$ cat config.mk
export PLATFORM = sky130hd
export DESIGN_NAME = stz_sweep
export DESIGN_NICKNAME = d
export VERILOG_FILES = /design/src/sv/stz_pkg.sv /design/src/sv/stz_sweep.sv
export SDC_FILE = /design/constraint.sdc
export NUM_CORES = 2
export LEC_CHECK = 0
export BUFFER_PORTS_ARGS = -buffer_cell sky130_fd_sc_hd__buf_2
export CAP_MARGIN = 0
export CORE_MARGIN = 8
export CORE_UTILIZATION = 65
export DETAILED_ROUTE_END_ITERATION = 10
export PLACE_DENSITY = 0.81
export SYNTH_ARGS = -nofsm -noshare
export SYNTH_HDL_FRONTEND = slang
export SYNTH_SLANG_ARGS = --single-unit
$ cat constraint.sdc
create_clock -name clk -period 23.1 [get_ports clk]
set_input_delay 1.155 -clock clk [delete_from_list [all_inputs] [get_ports clk]]
set_output_delay 1.155 -clock clk [all_outputs]
set_load 0.01 [all_outputs]
$ cat src/sv/stz_pkg.sv
// ----------------------------------------------------------------------------
// stz_pkg: shared types and constants of the stereo thru-zero flanger
// Sample type, gain and phase constants, register indexes, the per-step
// control word and the sample saturation helper.
// ----------------------------------------------------------------------------
package stz_pkg;

  localparam int unsigned SAMPLE_W = 24;
  localparam int unsigned GAIN_W   = 23;
  localparam int unsigned DELAY_W  = 27;
  localparam int unsigned IDX_W    = 3;

  typedef logic signed [SAMPLE_W-1:0] sample_t;
  typedef logic [IDX_W-1:0]           cfg_idx_t;
  typedef logic [DELAY_W-1:0]         cfg_data_t;

  // Register indexes on the configuration channel
  localparam cfg_idx_t REG_PHASE_STEP    = 3'd0;
  localparam cfg_idx_t REG_SWEEP_DEPTH   = 3'd1;
  localparam cfg_idx_t REG_DELAY_OFFSET  = 3'd2;
  localparam cfg_idx_t REG_WET_GAIN      = 3'd3;
  localparam cfg_idx_t REG_DRY_GAIN      = 3'd4;
  localparam cfg_idx_t REG_FEEDBACK_GAIN = 3'd5;

  // Q2.22 phase constants
  localparam logic signed [24:0] PH_ONE = 25'sh0400000;
  localparam logic signed [24:0] PH_TWO = 25'sh0800000;
  // Unity in Q1.22, also the dry gain after reset
  localparam logic [GAIN_W-1:0]  GAIN_ONE = 23'h400000;

  // One strobe per processing step of an item
  typedef struct packed {
    logic accept;    // item taken: phase, pointer, input sample
    logic square;    // phase squared, feedback and dry products
    logic modulate;  // depth partial products, ring write
    logic address;   // delay, tap addresses, fraction
    logic read;      // ring reads
    logic interp;    // linear interpolation, feedback update
    logic wet;       // wet product
    logic finish;    // merge loads the result pair
  } step_ctrl_t;

  // Clip a 26 bit intermediate to the signed sample range
  function automatic sample_t sat_sample(input logic signed [25:0] x);
    logic signed [25:0] hi;
    logic signed [25:0] lo;
    hi = 26'sh07FFFFF;
    lo = -26'sh0800000;
    if (x > hi) begin
      return sample_t'(hi);
    end else if (x < lo) begin
      return sample_t'(lo);
    end
    return sample_t'(x);
  endfunction

endpackage

$ cat src/sv/stz_sweep.sv
// ----------------------------------------------------------------------------
// stz_sweep: shared sweep and ring addressing unit
// Advances the phase, shapes the delay as offset + depth * (1 - phase^2),
// and produces write pointer, two tap addresses, their written flags and
// the interpolation fraction for both lanes.
// ----------------------------------------------------------------------------
module stz_sweep #(
  parameter int unsigned ADDR_BITS = 11
) (
  input  logic                    clk,
  input  logic                    rst_n,
  input  stz_pkg::step_ctrl_t     ctrl,
  input  logic [22:0]             phase_step,
  input  logic [26:0]             sweep_depth,
  input  logic [26:0]             delay_offset,
  output logic [ADDR_BITS-1:0]    wr_addr,
  output logic [ADDR_BITS-1:0]    rd_addr0,
  output logic [ADDR_BITS-1:0]    rd_addr1,
  output logic                    rd_ok0,
  output logic                    rd_ok1,
  output logic [15:0]             frac
);

  localparam int unsigned DEPTH = 1 << ADDR_BITS;
  localparam int unsigned SUM_W = (ADDR_BITS > 12) ? ADDR_BITS : 12;

  logic signed [24:0]      phase_r;
  logic signed [24:0]      phase_sum;
  logic signed [24:0]      phase_nxt;
  logic [ADDR_BITS-1:0]    wp_r;
  logic [ADDR_BITS:0]      fill_r;
  logic signed [49:0]      sq_full;
  logic [44:0]             sq_r;
  logic [22:0]             shape;
  logic [38:0]             pp_lo_r;
  logic [33:0]             pp_hi_r;
  logic [49:0]             prod;
  logic [27:0]             delay;
  logic [SUM_W:0]          pos_sum;
  logic [ADDR_BITS-1:0]    p0;
  logic [ADDR_BITS-1:0]    p1;
  logic [ADDR_BITS-1:0]    dist0;
  logic [ADDR_BITS-1:0]    dist1;
  logic [ADDR_BITS-1:0]    p0_r;
  logic [ADDR_BITS-1:0]    p1_r;
  logic                    ok0_r;
  logic                    ok1_r;
  logic [15:0]             frac_r;

  // Phase advance with a single wrap from above +1 down by 2
  always_comb begin
    phase_sum = phase_r + $signed({2'b00, phase_step});
    phase_nxt = (phase_sum > stz_pkg::PH_ONE) ? phase_sum - stz_pkg::PH_TWO : phase_sum;
  end

  // Sweep shape and delay
  always_comb begin
    sq_full = phase_r * phase_r;
    shape   = stz_pkg::GAIN_ONE - sq_r[44:22];
    prod    = {pp_hi_r, 16'b0} + {11'b0, pp_lo_r};
    delay   = {1'b0, delay_offset} + prod[49:22];
  end

  // Tap addresses; an entry counts as written if it lies within the fill
  // window that starts at the write pointer
  always_comb begin
    pos_sum = (SUM_W+1)'(delay[27:16]) + (SUM_W+1)'(wp_r);
    p0      = pos_sum[ADDR_BITS-1:0];
    p1      = p0 + 1'b1;
    dist0   = p0 - wp_r;
    dist1   = p1 - wp_r;
  end

  // Sweep state
  always_ff @(posedge clk) begin
    if (!rst_n) begin
      phase_r <= '0;
      wp_r    <= '0;
      fill_r  <= '0;
    end else if (ctrl.accept) begin
      phase_r <= phase_nxt;
      wp_r    <= wp_r - 1'b1;
      if (fill_r != (ADDR_BITS+1)'(DEPTH)) begin
        fill_r <= fill_r + 1'b1;
      end
    end
  end

  // Arithmetic pipeline registers
  always_ff @(posedge clk) begin
    if (ctrl.square) begin
      sq_r <= sq_full[44:0];
    end
    if (ctrl.modulate) begin
      pp_lo_r <= sweep_depth[15:0] * shape;
      pp_hi_r <= sweep_depth[26:16] * shape;
    end
    if (ctrl.address) begin
      p0_r   <= p0;
      p1_r   <= p1;
      ok0_r  <= {1'b0, dist0} < fill_r;
      ok1_r  <= {1'b0, dist1} < fill_r;
      frac_r <= delay[15:0];
    end
  end

  assign wr_addr  = wp_r;
  assign rd_addr0 = p0_r;
  assign rd_addr1 = p1_r;
  assign rd_ok0   = ok0_r;
  assign rd_ok1   = ok1_r;
  assign frac     = frac_r;

  // Checks
  a_fill_bound: assert property (@(posedge clk) disable iff (!rst_n)
    fill_r <= (ADDR_BITS+1)'(DEPTH))
    else $error("fill count beyond ring depth");

  a_phase_range: assert property (@(posedge clk) disable iff (!rst_n)
    (phase_r <= stz_pkg::PH_ONE) && (phase_r > -stz_pkg::PH_ONE))
    else $error("sweep phase outside (-1, +1]");

  a_ptr_step: assert property (@(posedge clk) disable iff (!rst_n)
    ctrl.accept |=> (wp_r == ADDR_BITS'($past(wp_r) - 1'b1)) &&
                    ((fill_r == $past(fill_r) + 1'b1) ||
                     (fill_r == (ADDR_BITS+1)'(DEPTH))))
    else $error("write pointer or fill count did not advance with request");

endmodule

# == Word-level counts from Yosys, hierarchy flattened ==
# Index checks and enable logic that the tools add are counted.
# totals
register_bits,205
word_cells,31
input_bits,87
output_inout_bits,51
# op_classes
mux,1
mul,3
reduce_logical,1
n_addsub,11
order_cmp,3
n_eq_ne,1
# op_table
cell,n
$add 49x39->49,1
$mul 25x25->45,1
$mul 16x23->39,1
$mul 11x23->33,1
$add 27x27->27,1
$add 25x24->25,1
$gt 25x24->1 const B,1
$mux 25,1
$sub 25x25->25 const B,1
$lt 11x12->1,2
$sub 23x23->23 const A,1
$sub 11x11->11,2
$add 12x1->12 const B,1
$ne 12x12->1 const B,1
$add 11x1->11 const B,1
$add 11x11->11,1
$sub 11x1->11 const B,1
$reduce_and 2->1,1

# == Logic depth before layout (Yosys ltp) ==
# depth
word_depth,6
depth_mapped,42
mapped_depth_nobuf,42

# == Least setup slack after synthesis ==
# No wires, ideal clock.
# synth_timing
path_type,flip-flop to flip-flop
from,reg sq_r[22]
to,"reg pp_lo_r[38], data pin"
slack_ns,14.858
period_less_slack_ns,8.242
t_required_ns,22.926
path_stages_with_launch,32
arrival_ns,8.067
n_path_buf,2
setup_time_ns,0.174
cell_sequence,edfxtp_1 -> clkbuf_1 -> inv_1 -> ha_1 -> nand3_1 -> or3_1 -> or3_1 -> or3_1 -> or3_1 -> xor2_1 -> clkbuf_1 -> nand2_1 -> fa_1 -> inv_1 -> fa_1 -> inv_1 -> fa_1 -> fa_1 -> fa_1 -> inv_1 -> fa_1 -> ha_1 -> nand4_1 -> a211oi_1 -> and3_1 -> o21ai_0 -> a21oi_1 -> o21ai_0 -> a21oi_1 -> nor2_1 -> o211a_1 -> a311oi_1
# synth_between
elab_chain_cells,2
# synth_rtl
item,line_no,text
"start, declared",stz_sweep.sv:33,logic [44:0] sq_r;
"start signal, assigned",stz_sweep.sv:92,sq_r <= sq_full[44:0];
$sub 23x23->23,stz_sweep.sv:59,shape = stz_pkg::GAIN_ONE - sq_r[44:22];
$mul 16x23->39,stz_sweep.sv:95,pp_lo_r <= sweep_depth[15:0] * shape;
"end signal, assigned",stz_sweep.sv:95,
"end, declared",stz_sweep.sv:35,logic [38:0] pp_lo_r;
# Every way passes these cells.
# A chain may end at the register's enable or synchronous reset.

# == Worst setup path after layout ==
# Same ends and word-level chain as after synthesis.

==> run metrics <==
most common cell in the netlist inv_1; Area Growth Syn to Fin 4.97%; cts hold-fix bufs 0; clock latency on the worst-skew pair 0.49 ns; share of the synthesized area in the top cell type 43.9%; Yosys cell types 76; kind of critical path reg -> reg; slew margin rel. 27.1%; outcome completed; core area 72600 um2; YS warnings 0; Die Ht 286 um; TNS Setup 0 ns; syn nets 6555; clock root cell clkbuf_16; post-CTS setup buffer count 0; Post-Syn Area 47300 um2; dpl ws 13.00 ns; Max-Cap Viols 0; footprint of the multi-input gates 38200 um2; Period Utilization, post-route 44.2%; Primary FF master, synth edfxtp_1; top cells by area, synth fa_1 44%, ha_1 12%, inv_1 8.6%, edfxtp_1 7.5%, nand2_1 5.2%; vias in the first global route 37400; number of fillers in the final layout 5444; clock-pin slew on the worst setup and hold paths 0.08 ns; Mapped Cells 4979; Row Count 99; max incr delay on CP 0.67 ns; post_cts resized 0; starting density of the core 65.2%; Hold Crit Class reg -> reg; DIE WIDTH 286 um; met1 Track Usage GR 35.0%; clk buf depth 2; CTS tree built; TritonCTS buffer count 17; nets 6584; post-detail-place hpwl 88500 um; sequential area share after synthesis 9.58%; Max stage delay cell, worst path or3_1; clock sink total 167; post-route ant nets 0; maximum clock rate 0.0980 GHz; #FFs+latches synth 167; EDFF count, synth 119; CP Max Fanout 28; final setup margin 12.90 ns; WP data arrival 10.44 ns; die area 81700 um2; # DRC 0; WP buf/inv 6; first-pass GRT wire length 189000 um; gr ovfl total 0; ys async rst share 0%; drt pass-1 iters 7; All-Layer GR Usage 29.0%; final wirelength 114000 um; Pins Over Slew Limit 0; skew final 0.0154 ns; largest net degree at the start of global routing 57; crit-path most repeated cell fa_1; First DRT Iteration DRCs 1892; Worst EP required 23.34 ns; Startpoint Class flop; min Tclk post-route 10.20 ns; Layout Utilization 68.5%; final setup fails 0; Vias/cell 5.69; RSZ-0062 raised after global routing no; storage element area 4530 um2; met2 usage 49.6%; Buffers on Ports 133; Final Hold Fails 0; Critical Path Sink Type flop; syn avg cell area 9.51 um2; Top Usage Layer GRT met2; GP Congestion 0.913; measured slew at the worst slew-check pin 1.09 ns; M3 GR Usage 5.94%; io pins 138; Synth area leader fa_1; top cells by count, synth 1090 x inv_1, 1039 x fa_1, 651 x nand2_1, 450 x ha_1, 335 x and2_1; drt wl/cell 19.1 um; htree depth 4; delay-heaviest family, CP adder cells; vias 34100; initial antenna violation count 4; layout cells sized above 1 5.14%
## layout make-up
| cell class | count | share of cell area (%) |
|---|---|---|
| multi-input combinational | 3547 | 76.9 |
| tap | 959 | 2.41 |
| clock inverter | 15 | 0.393 |
| timing repair buffer | 182 | 2.08 |
| antenna | 4 | 0.0201 |
| sequential | 167 | 9.12 |
| inverter | 1093 | 8.26 |
| clock buffer | 17 | 0.856 |
## registers in the layout, indices dropped and copies added (netlist names)
signal and count:
sq_r 23, rd_ok1 1, fill_r 12, pp_lo_r 23, pp_hi_r 33, frac 16
rd_ok0 1, wr_addr 11, phase_r 25, rd_addr0 11, rd_addr1 11
## cells by family (layout without fill, tap and decap cells)
group           count (synthesis)  after routing  synth area share [%]
xor+xnor                      232            232                  4.37
flops                         167            167                  9.58
simple gates                 1388           1388                  14.0
buf+inv                      1265           1307                  10.1
compound gates                415            415                  5.69
other cells                     0              4                     0
mux                            23             23                 0.489
fa+ha+maj                    1489           1489                  55.8
## final timing paths
kind	endpoint	cells after the start	start	slack (ns)
worst max-delay path	pp_lo_r[38]	32	sq_r[22]	12.90
worst min-delay path	fill_r[7]	2	fill_r[7]	0.52
worst max register to register	pp_lo_r[38]	32	sq_r[22]	12.90
worst min register to register	fill_r[7]	2	fill_r[7]	0.52
## cells in the final DEF (no fill, tap or decap), drive strengths merged, types with 48 or more instances in the layout
cell type  instances
inv             1098
fa              1039
nand2            651
ha               450
and2             336
buf              182
xnor2            157
nor2             156
a21oi            122
edfxtp           119
o21ai             91
xor2              73
a21o              58
nor2b             50
dfxtp             48
## worst register-to-register path, delay by kind of cell, from the launching register on
kind / cells / cell delay (ns)
fa+ha+maj: 7 / 3.39
simple gates: 11 / 3.28
compound gates: 7 / 1.82
buf+inv: 6 / 0.99
flops: 1 / 0.36
xor+xnor: 1 / 0.14
## routing by layer
layer / part of all wire (%) / routed length (um)
met5: 0 / 0
met3: 8.0 / 9120
met2: 50 / 56600
met4: 5.2 / 5930
met1: 37 / 42500
## through the flow
| step | std cells | hold WS (ns) | instance area [um2] |
|---|---|---|---|
| final | 5984 | 0.520 | 49700 |
| after global routing | 5984 | 0.565 | 49700 |
| after CTS | 5980 | 0.527 | 49700 |
| after detailed placement | 5948 | 0.516 | 49100 |
| after global placement | 5948 | 0.499 | 49100 |
| after floorplan | 4979 | 0.477 | 47300 |
Power is left out: the tool's default activity adds up to more than one toggle a clock period on the data nets, which glitch-free logic cannot reach.
