$ cat src/sv/stz_pkg.sv
// ----------------------------------------------------------------------------
// stz_pkg: shared types and constants of the stereo thru-zero flanger
// Sample type, gain and phase constants, register indexes, the per-step
// control word and the sample saturation helper.
// ----------------------------------------------------------------------------
package stz_pkg;

  localparam int unsigned SAMPLE_W = 24;
  localparam int unsigned GAIN_W   = 23;
  localparam int unsigned DELAY_W  = 27;
  localparam int unsigned IDX_W    = 3;

  typedef logic signed [SAMPLE_W-1:0] sample_t;
  typedef logic [IDX_W-1:0]           cfg_idx_t;
  typedef logic [DELAY_W-1:0]         cfg_data_t;

  // Register indexes on the configuration channel
  localparam cfg_idx_t REG_PHASE_STEP    = 3'd0;
  localparam cfg_idx_t REG_SWEEP_DEPTH   = 3'd1;
  localparam cfg_idx_t REG_DELAY_OFFSET  = 3'd2;
  localparam cfg_idx_t REG_WET_GAIN      = 3'd3;
  localparam cfg_idx_t REG_DRY_GAIN      = 3'd4;
  localparam cfg_idx_t REG_FEEDBACK_GAIN = 3'd5;

  // Q2.22 phase constants
  localparam logic signed [24:0] PH_ONE = 25'sh0400000;
  localparam logic signed [24:0] PH_TWO = 25'sh0800000;
  // Unity in Q1.22, also the dry gain after reset
  localparam logic [GAIN_W-1:0]  GAIN_ONE = 23'h400000;

  // One strobe per processing step of an item
  typedef struct packed {
    logic accept;    // item taken: phase, pointer, input sample
    logic square;    // phase squared, feedback and dry products
    logic modulate;  // depth partial products, ring write
    logic address;   // delay, tap addresses, fraction
    logic read;      // ring reads
    logic interp;    // linear interpolation, feedback update
    logic wet;       // wet product
    logic finish;    // merge loads the result pair
  } step_ctrl_t;

  // Clip a 26 bit intermediate to the signed sample range
  function automatic sample_t sat_sample(input logic signed [25:0] x);
    logic signed [25:0] hi;
    logic signed [25:0] lo;
    hi = 26'sh07FFFFF;
    lo = -26'sh0800000;
    if (x > hi) begin
      return sample_t'(hi);
    end else if (x < lo) begin
      return sample_t'(lo);
    end
    return sample_t'(x);
  endfunction

endpackage

$ cat src/sv/stz_if.sv


interface stz_out_if;
  logic             valid;
  logic             ready;
  stz_pkg::sample_t left_out;
  stz_pkg::sample_t right_out;
  modport source (output valid, output left_out, output right_out, input ready);
  modport sink   (input valid, input left_out, input right_out, output ready);
endinterface


$ cat src/sv/stz_merge.sv
// ----------------------------------------------------------------------------
// stz_merge: output merge stage
// Combines the dry and wet products of both lanes into a clipped stereo
// pair and holds it in the output register until it is taken.
// ----------------------------------------------------------------------------
module stz_merge (
  input  logic               clk,
  input  logic               rst_n,
  input  logic               load,
  output logic               load_ok,
  input  logic signed [46:0] left_dry,
  input  logic signed [46:0] left_wet,
  input  logic signed [46:0] right_dry,
  input  logic signed [46:0] right_wet,
  stz_out_if.source          out_ch
);

  logic               valid_r;
  stz_pkg::sample_t   left_r;
  stz_pkg::sample_t   right_r;
  logic signed [47:0] left_diff;
  logic signed [47:0] right_diff;

  // dry minus wet, floored by 22 bits
  always_comb begin
    left_diff  = {left_dry[46], left_dry} - {left_wet[46], left_wet};
    right_diff = {right_dry[46], right_dry} - {right_wet[46], right_wet};
  end

  assign load_ok = !valid_r || out_ch.ready;

  // Output valid
  always_ff @(posedge clk) begin
    if (!rst_n) begin
      valid_r <= 1'b0;
    end else if (load) begin
      valid_r <= 1'b1;
    end else if (out_ch.ready) begin
      valid_r <= 1'b0;
    end
  end

  // Output pair
  always_ff @(posedge clk) begin
    if (load) begin
      left_r  <= stz_pkg::sat_sample(left_diff[47:22]);
      right_r <= stz_pkg::sat_sample(right_diff[47:22]);
    end
  end

  assign out_ch.valid     = valid_r;
  assign out_ch.left_out  = left_r;
  assign out_ch.right_out = right_r;

endmodule
$ cat src/flat_wrapper.sv
// flat-port wrapper written by rule: the top's interface ports become plain ports
module stz_merge_flat 
  (clk, rst_n, load, load_ok, left_dry, left_wet, right_dry, right_wet, out_ch_valid, out_ch_left_out, out_ch_right_out, out_ch_ready);
  stz_out_if out_ch_i ();
  input  logic clk;
  input  logic rst_n;
  input  logic load;
  output logic load_ok;
  input  logic signed [46:0] left_dry;
  input  logic signed [46:0] left_wet;
  input  logic signed [46:0] right_dry;
  input  logic signed [46:0] right_wet;
  output wire logic [$bits(out_ch_i.valid)-1:0] out_ch_valid;
  output wire logic [$bits(out_ch_i.left_out)-1:0] out_ch_left_out;
  output wire logic [$bits(out_ch_i.right_out)-1:0] out_ch_right_out;
  input wire logic [$bits(out_ch_i.ready)-1:0] out_ch_ready;
  assign out_ch_valid = out_ch_i.valid;
  assign out_ch_left_out = out_ch_i.left_out;
  assign out_ch_right_out = out_ch_i.right_out;
  assign out_ch_i.ready = out_ch_ready;
  stz_merge u_core (.clk(clk), .rst_n(rst_n), .load(load), .load_ok(load_ok), .left_dry(left_dry), .left_wet(left_wet), .right_dry(right_dry), .right_wet(right_wet), .out_ch(out_ch_i));
endmodule
$ cat config.mk
export PLATFORM = sky130hd
export DESIGN_NAME = stz_merge_flat
export DESIGN_NICKNAME = d
export VERILOG_FILES = /design/src/sv/stz_pkg.sv /design/src/sv/stz_if.sv /design/src/sv/stz_merge.sv /design/src/flat_wrapper.sv
export SDC_FILE = /design/constraint.sdc
export NUM_CORES = 1
export LEC_CHECK = 0
export BUFFER_PORTS_ARGS = -buffer_cell sky130_fd_sc_hd__buf_2
export CORE_MARGIN = 5
export CORE_UTILIZATION = 50
export DETAILED_ROUTE_END_ITERATION = 8
export PLACE_DENSITY = 0.82
export SYNTH_ARGS = -nofsm -noshare
export SYNTH_HDL_FRONTEND = slang
export SYNTH_SLANG_ARGS = --single-unit
$ cat constraint.sdc
create_clock -name clk -period 3.3 [get_ports clk]
set_input_delay 0.165 -clock clk [delete_from_list [all_inputs] [get_ports clk]]
set_output_delay 0.165 -clock clk [all_outputs]
set_load 0.005 [all_outputs]
# Word-level counts from Yosys, hierarchy flattened
# Cells that the tools add are included.
# classes
n_addsub	2
n_lt_le_gt_ge	4
n_reduce_logical	3
n_mux	14
# op_table
cell	n
two-way mux 24 bit	6
subtractor 47 x 47 -> 48 bit	2
> comparator 26 x 24 -> 1 bit (second input constant)	2
< comparator 26 x 24 -> 1 bit (second input constant)	2
two-way mux 1 bit	8
nonzero test 2 bit	1
logical NOT 1 bit	1
logical OR 1 bit	1
# totals
in_bits	192
regBits	49
out_inout_bits	50
wordCells	26

# Depth between registers and ports, before layout
# logic_depth
depth_word	6
ltp_mapped	14
depth_no_buf	12

# Least setup slack after synthesis
# No wires, ideal clock.
# synth_path
kind	input to register
start	input port right_wet[22]
end	register u_core.right_r[14], in the netlist u_core.out_ch.right_out[14], data pin
required_ns	3.155
cell_stages	13
setup_slack_ns	0.355
t_arrival_ns	2.801
setup_time_ns	0.145
n_path_buf	1
cell_sequence	inv_1 ha_1 and3_1 nand4_1 or4_1 o221a_2 a31oi_4 a32oi_1 nor4_2 o32ai_2 o21a_1 buf_2 o21ai_1
# synth_between
elab_chain_len	6
word_cells_on_any_way	8
cone_classes	add/sub: 1; order compare: 2; mux: 5
# synth_lines
element	line_no	rtl
start: declaration	flat_wrapper.sv:12	input logic signed [46:0] right_wet;
subtractor 47 x 47 -> 48 bit *	stz_merge.sv:27	right_diff = {right_dry[46], right_dry} - {right_wet[46], right_wet};
< comparator 26 x 24 -> 1 bit	stz_pkg.sv:51	end else if (x < lo) begin
two-way mux 1 bit	stz_pkg.sv:51	
two-way mux 1 bit	stz_pkg.sv:49	if (x > hi) begin
two-way mux 1 bit	stz_merge.sv:45	if (load) begin
two-way mux 24 bit *	stz_pkg.sv:54	return sample_t'(x);
end signal: assignment	stz_merge.sv:47	right_r <= stz_pkg::sat_sample(right_diff[47:22]);
end: declaration	stz_merge.sv:20	stz_pkg::sample_t right_r;
# Every way passes the cells marked *; elsewhere a longest branch is shown, timed or not. The select of a mux whose other input is x is not followed.
# A chain may end at the register's enable or synchronous reset.

# Worst setup path after layout
# layout_path
start	input port right_dry[29]
end	register u_core.right_r[21], in the netlist u_core.out_ch.right_out[21], data pin
# layout_between
elab_chain_len	6
word_cells_on_any_way	8
cone_classes	add/sub: 1; order compare: 2; mux: 5
# layout_lines
element	line_no	rtl
start: declaration	flat_wrapper.sv:11	input logic signed [46:0] right_dry;
subtractor 47 x 47 -> 48 bit *	stz_merge.sv:27	
< comparator 26 x 24 -> 1 bit	stz_pkg.sv:51	
two-way mux 1 bit	stz_pkg.sv:51	
two-way mux 1 bit	stz_pkg.sv:49	
two-way mux 1 bit	stz_merge.sv:45	
two-way mux 24 bit *	stz_pkg.sv:54	
# Marks and branches as above.

==> results.md <==
- Pwr/cell area: 341 nW/um^2
- Mean Syn Cell Area: 8.00 um^2
- Diodes inserted: 0
- Fin crit period: 2940 ps
- Root buffer cell: clkbuf_16
- Post-synthesis adder-cell area fraction: 19.3%
- Max VDD drop: 0.000264 V
- Storage element area: 1460 um^2
- Drt drc: 0
- Total Wirelength: between 15000 and 20000 um
- Tot Pwr: 2.57 mW
- Num ports: 242
- Wire per inst: around 13 um
- Cell count after placement: 1133
- Total track usage: 20.5%
- Global-route wire length before repair: approximately 25000 um
- Worst slew pin tran: 1050 ps
- Post-synth EDFFs: 48
- Sequential area share after synthesis: 24.5%
- Dpl hpwl: 13400 um
- Synth Area in XOR/XNOR: 7.04%
- Layout cell share with drive strength beyond 1: 27.5%
- Data required, critical path: approximately 3300 ps
- Initial Utilization: 50.3%
- Final Cycle Share: 89.2%
- Post-Syn Area: 5970 um^2
- Largest net degree at the start of global routing: 50
- Setup TNS: 0 ps
- Setup crit start kind: input pin
- Post-cts resize count: 0
- Lkg Pwr: approximately 3.9 nW
- Rows: 40
- Status: complete, no violations
- Port-buffer cells: ~240
- Async set-reset flop share out of synthesis: 0%
- Crit path kind: input pin to flop
- Yosys reg bits: 49
- Clock Latency Late Sink: 280 ps
- Fillers: between 1k and 1.5k
- Syn Nets: about 1.0k
- Synth Area in Simple Gates: 13.1%
- Final ANT Viol Nets: 0
- Multiplexer area fraction after synthesis: 0%
- Initial drt markers: 360
- Most frequent cells in the layout: buf_2 (241), inv_1 (110), ha_1 (92)
- Worst clock skew: 0 ps
- Clock Path Buffers: 2
- Max-Slew Margin vs Limit: between 30% and 40%
- Vias: 6203
- Final setup viols: 0
- Setup repair bufs after CTS: 0
- GPL Wtd Cong: 0.995
- Layout Cells excl Fill: 1141
- Vias per cell: about 5.4
- Post-synth top flop: edfxtp_1
- Clk slew on worst S/H paths: 70 ps
- Most common cell after layout, fill and taps aside: buf_2
- Die Span X: 119 um
- Worst Path Max Fanout: 7
- Hold slack: 130 ps
- Grt ovf: 0
- Max Cap Viol: 0
- RSZ-0062 raised after global routing: no
- Crit end category: flop
- Synth Instances: about 750
- Hold_buf cts: 0
- Netlist cell types: 54
- Largest family of logic cells by synthesized area: compound AO/OA/AOI/OAI gates
- Final net count: 1277
- Core ar.: 11900 um^2
- # H-tree levels: 2
- CTS tree: yes
- Multi-input logic area: slightly above 4000 um^2
- Critical Path AT: 2970 ps
- Vias in the first global route: 5781
- Fmax: roughly 340 MHz
- Clock tree sinks: 49
- Die Ht: 119 um
- Hold Path Class: input pin to flop
- Initial antenna violation count: 0
- Final Max Tran Viols: 0
- Fin. Hold Viols: 0
- Compound-cell area share of the yosys netlist: 28.0%
- Die area: ~14000 um^2
- Drt pass-1 iters: 5
- Synth-to-layout area growth: 26.3%
- CTS Buf Count: 5
- Synth Warn #: 0
logic make-up after synthesis:
kind of cell               Yosys count
DFF                                 49
and+or+nand+nor                    161
xor gates and xnor gates            48
adders and majority gates           92
buffers and inverters              125
AOI/OAI and AO/OA                  271
Yosys cell counts (3+ instances only):
master / instances / area, um^2
a221oi_1: 3 / 26.3
o2bb2ai_1: 3 / 26.3
nand4_1: 21 / 131
o21bai_1: 11 / 82.6
a211oi_1: 6 / 45.0
clkbuf_1: 11 / 41.3
a21o_1: 30 / 225
xor2_1: 14 / 123
nand2_1: 56 / 210
o22ai_1: 6 / 37.5
o21ai_1: 23 / 115
inv_1: 110 / 413
o31ai_1: 5 / 37.5
a31oi_1: 6 / 37.5
a22oi_1: 3 / 22.5
nor2b_1: 4 / 25.0
nor3_1: 11 / 55.1
nand3_1: 10 / 50.1
a21oi_1: 88 / 440
o21ai_0: 53 / 265
o21a_1: 6 / 45.0
o2111ai_1: 3 / 26.3
ha_1: 92 / 1150
buf_2: 3 / 15.0
nand2b_1: 7 / 43.8
nor3b_1: 3 / 22.5
and3_1: 6 / 37.5
nor4_1: 3 / 18.8
or2_2: 3 / 18.8
edfxtp_1: 48 / 1440
xnor2_1: 34 / 298
nor2_1: 29 / 109
o211ai_1: 6 / 45.0
flip-flops by register name, summed over array words and instances (netlist names):
register,cells
u_core.out_ch.left_out,24
u_core.out_ch.valid,1
u_core.out_ch.right_out,24
stage by stage:
stage                     instance area (um^2)  setup slack [ps]  utilization [%]
after CTS                                 7540               375             63.6
after floorplan                           5970               355                -
after global routing                      7540               176             63.6
after global placement                    7400               175             62.4
after detailed placement                  7400              89.3             62.4
final                                     7540               356             63.6
final cells by class:
class                           count  share of cell area [%]
Clock buffer                        6                    1.71
Inverter                          110                    5.48
Multi-Input combinational cell    572                    53.4
Timing Repair Buffer              255                    17.4
Sequential cell                    49                    19.4
Tap cell                          147                    2.44
Clock inverter                      2                   0.183
worst max-delay path, stage by stage:
cell and delay [ps]:
buf_2 100, ha_1 370, a2111oi_0 570, nand2b_1 100
o21ai_0 400, nor2_1 100, a21oi_1 210, o21ai_1 170
a21oi_1 350, o21ai_0 160, xnor2_1 180, o21ai_1 80
per-layer routing:
| layer | vias to the layer above | routed length [um] | track usage [%] |
|---|---|---|---|
| li1 | 3214 | - | - |
| met1 | 2748 | 6680 | 27.0 |
| met2 | 205 | 7150 | 34.9 |
| met3 | 36 | 996 | 3.32 |
| met4 | 0 | 419 | 5.21 |
| met5 | - | 0 | 0 |
final timing paths:
path / startpoint / end / cells after the start / slack, ps
worst min register to register: u_core.out_ch.valid$_SDFFE_PN0P_ / u_core.out_ch.valid$_SDFFE_PN0P_ / 2 / 500
worst min-delay path: rst_n / u_core.out_ch.valid$_SDFFE_PN0P_ / 2 / 130
worst max register to register: u_core.out_ch.valid$_SDFFE_PN0P_ / u_core.out_ch.valid$_SDFFE_PN0P_ / 2 / 2690
worst max-delay path: right_dry[29] / u_core.out_ch.right_out[21]$_DFFE_PP_ / 12 / 360
power by group:
part / leakage, nW / switching (mW) / internal, mW
clock network: 0.0712 / 0.207 / 0.282
logic: 3.30 / 0.647 / 0.554
registers: 0.483 / 0.0374 / 0.844
total: 3.85 / 0.891 / 1.68
(Power assumes the default switching activity.)
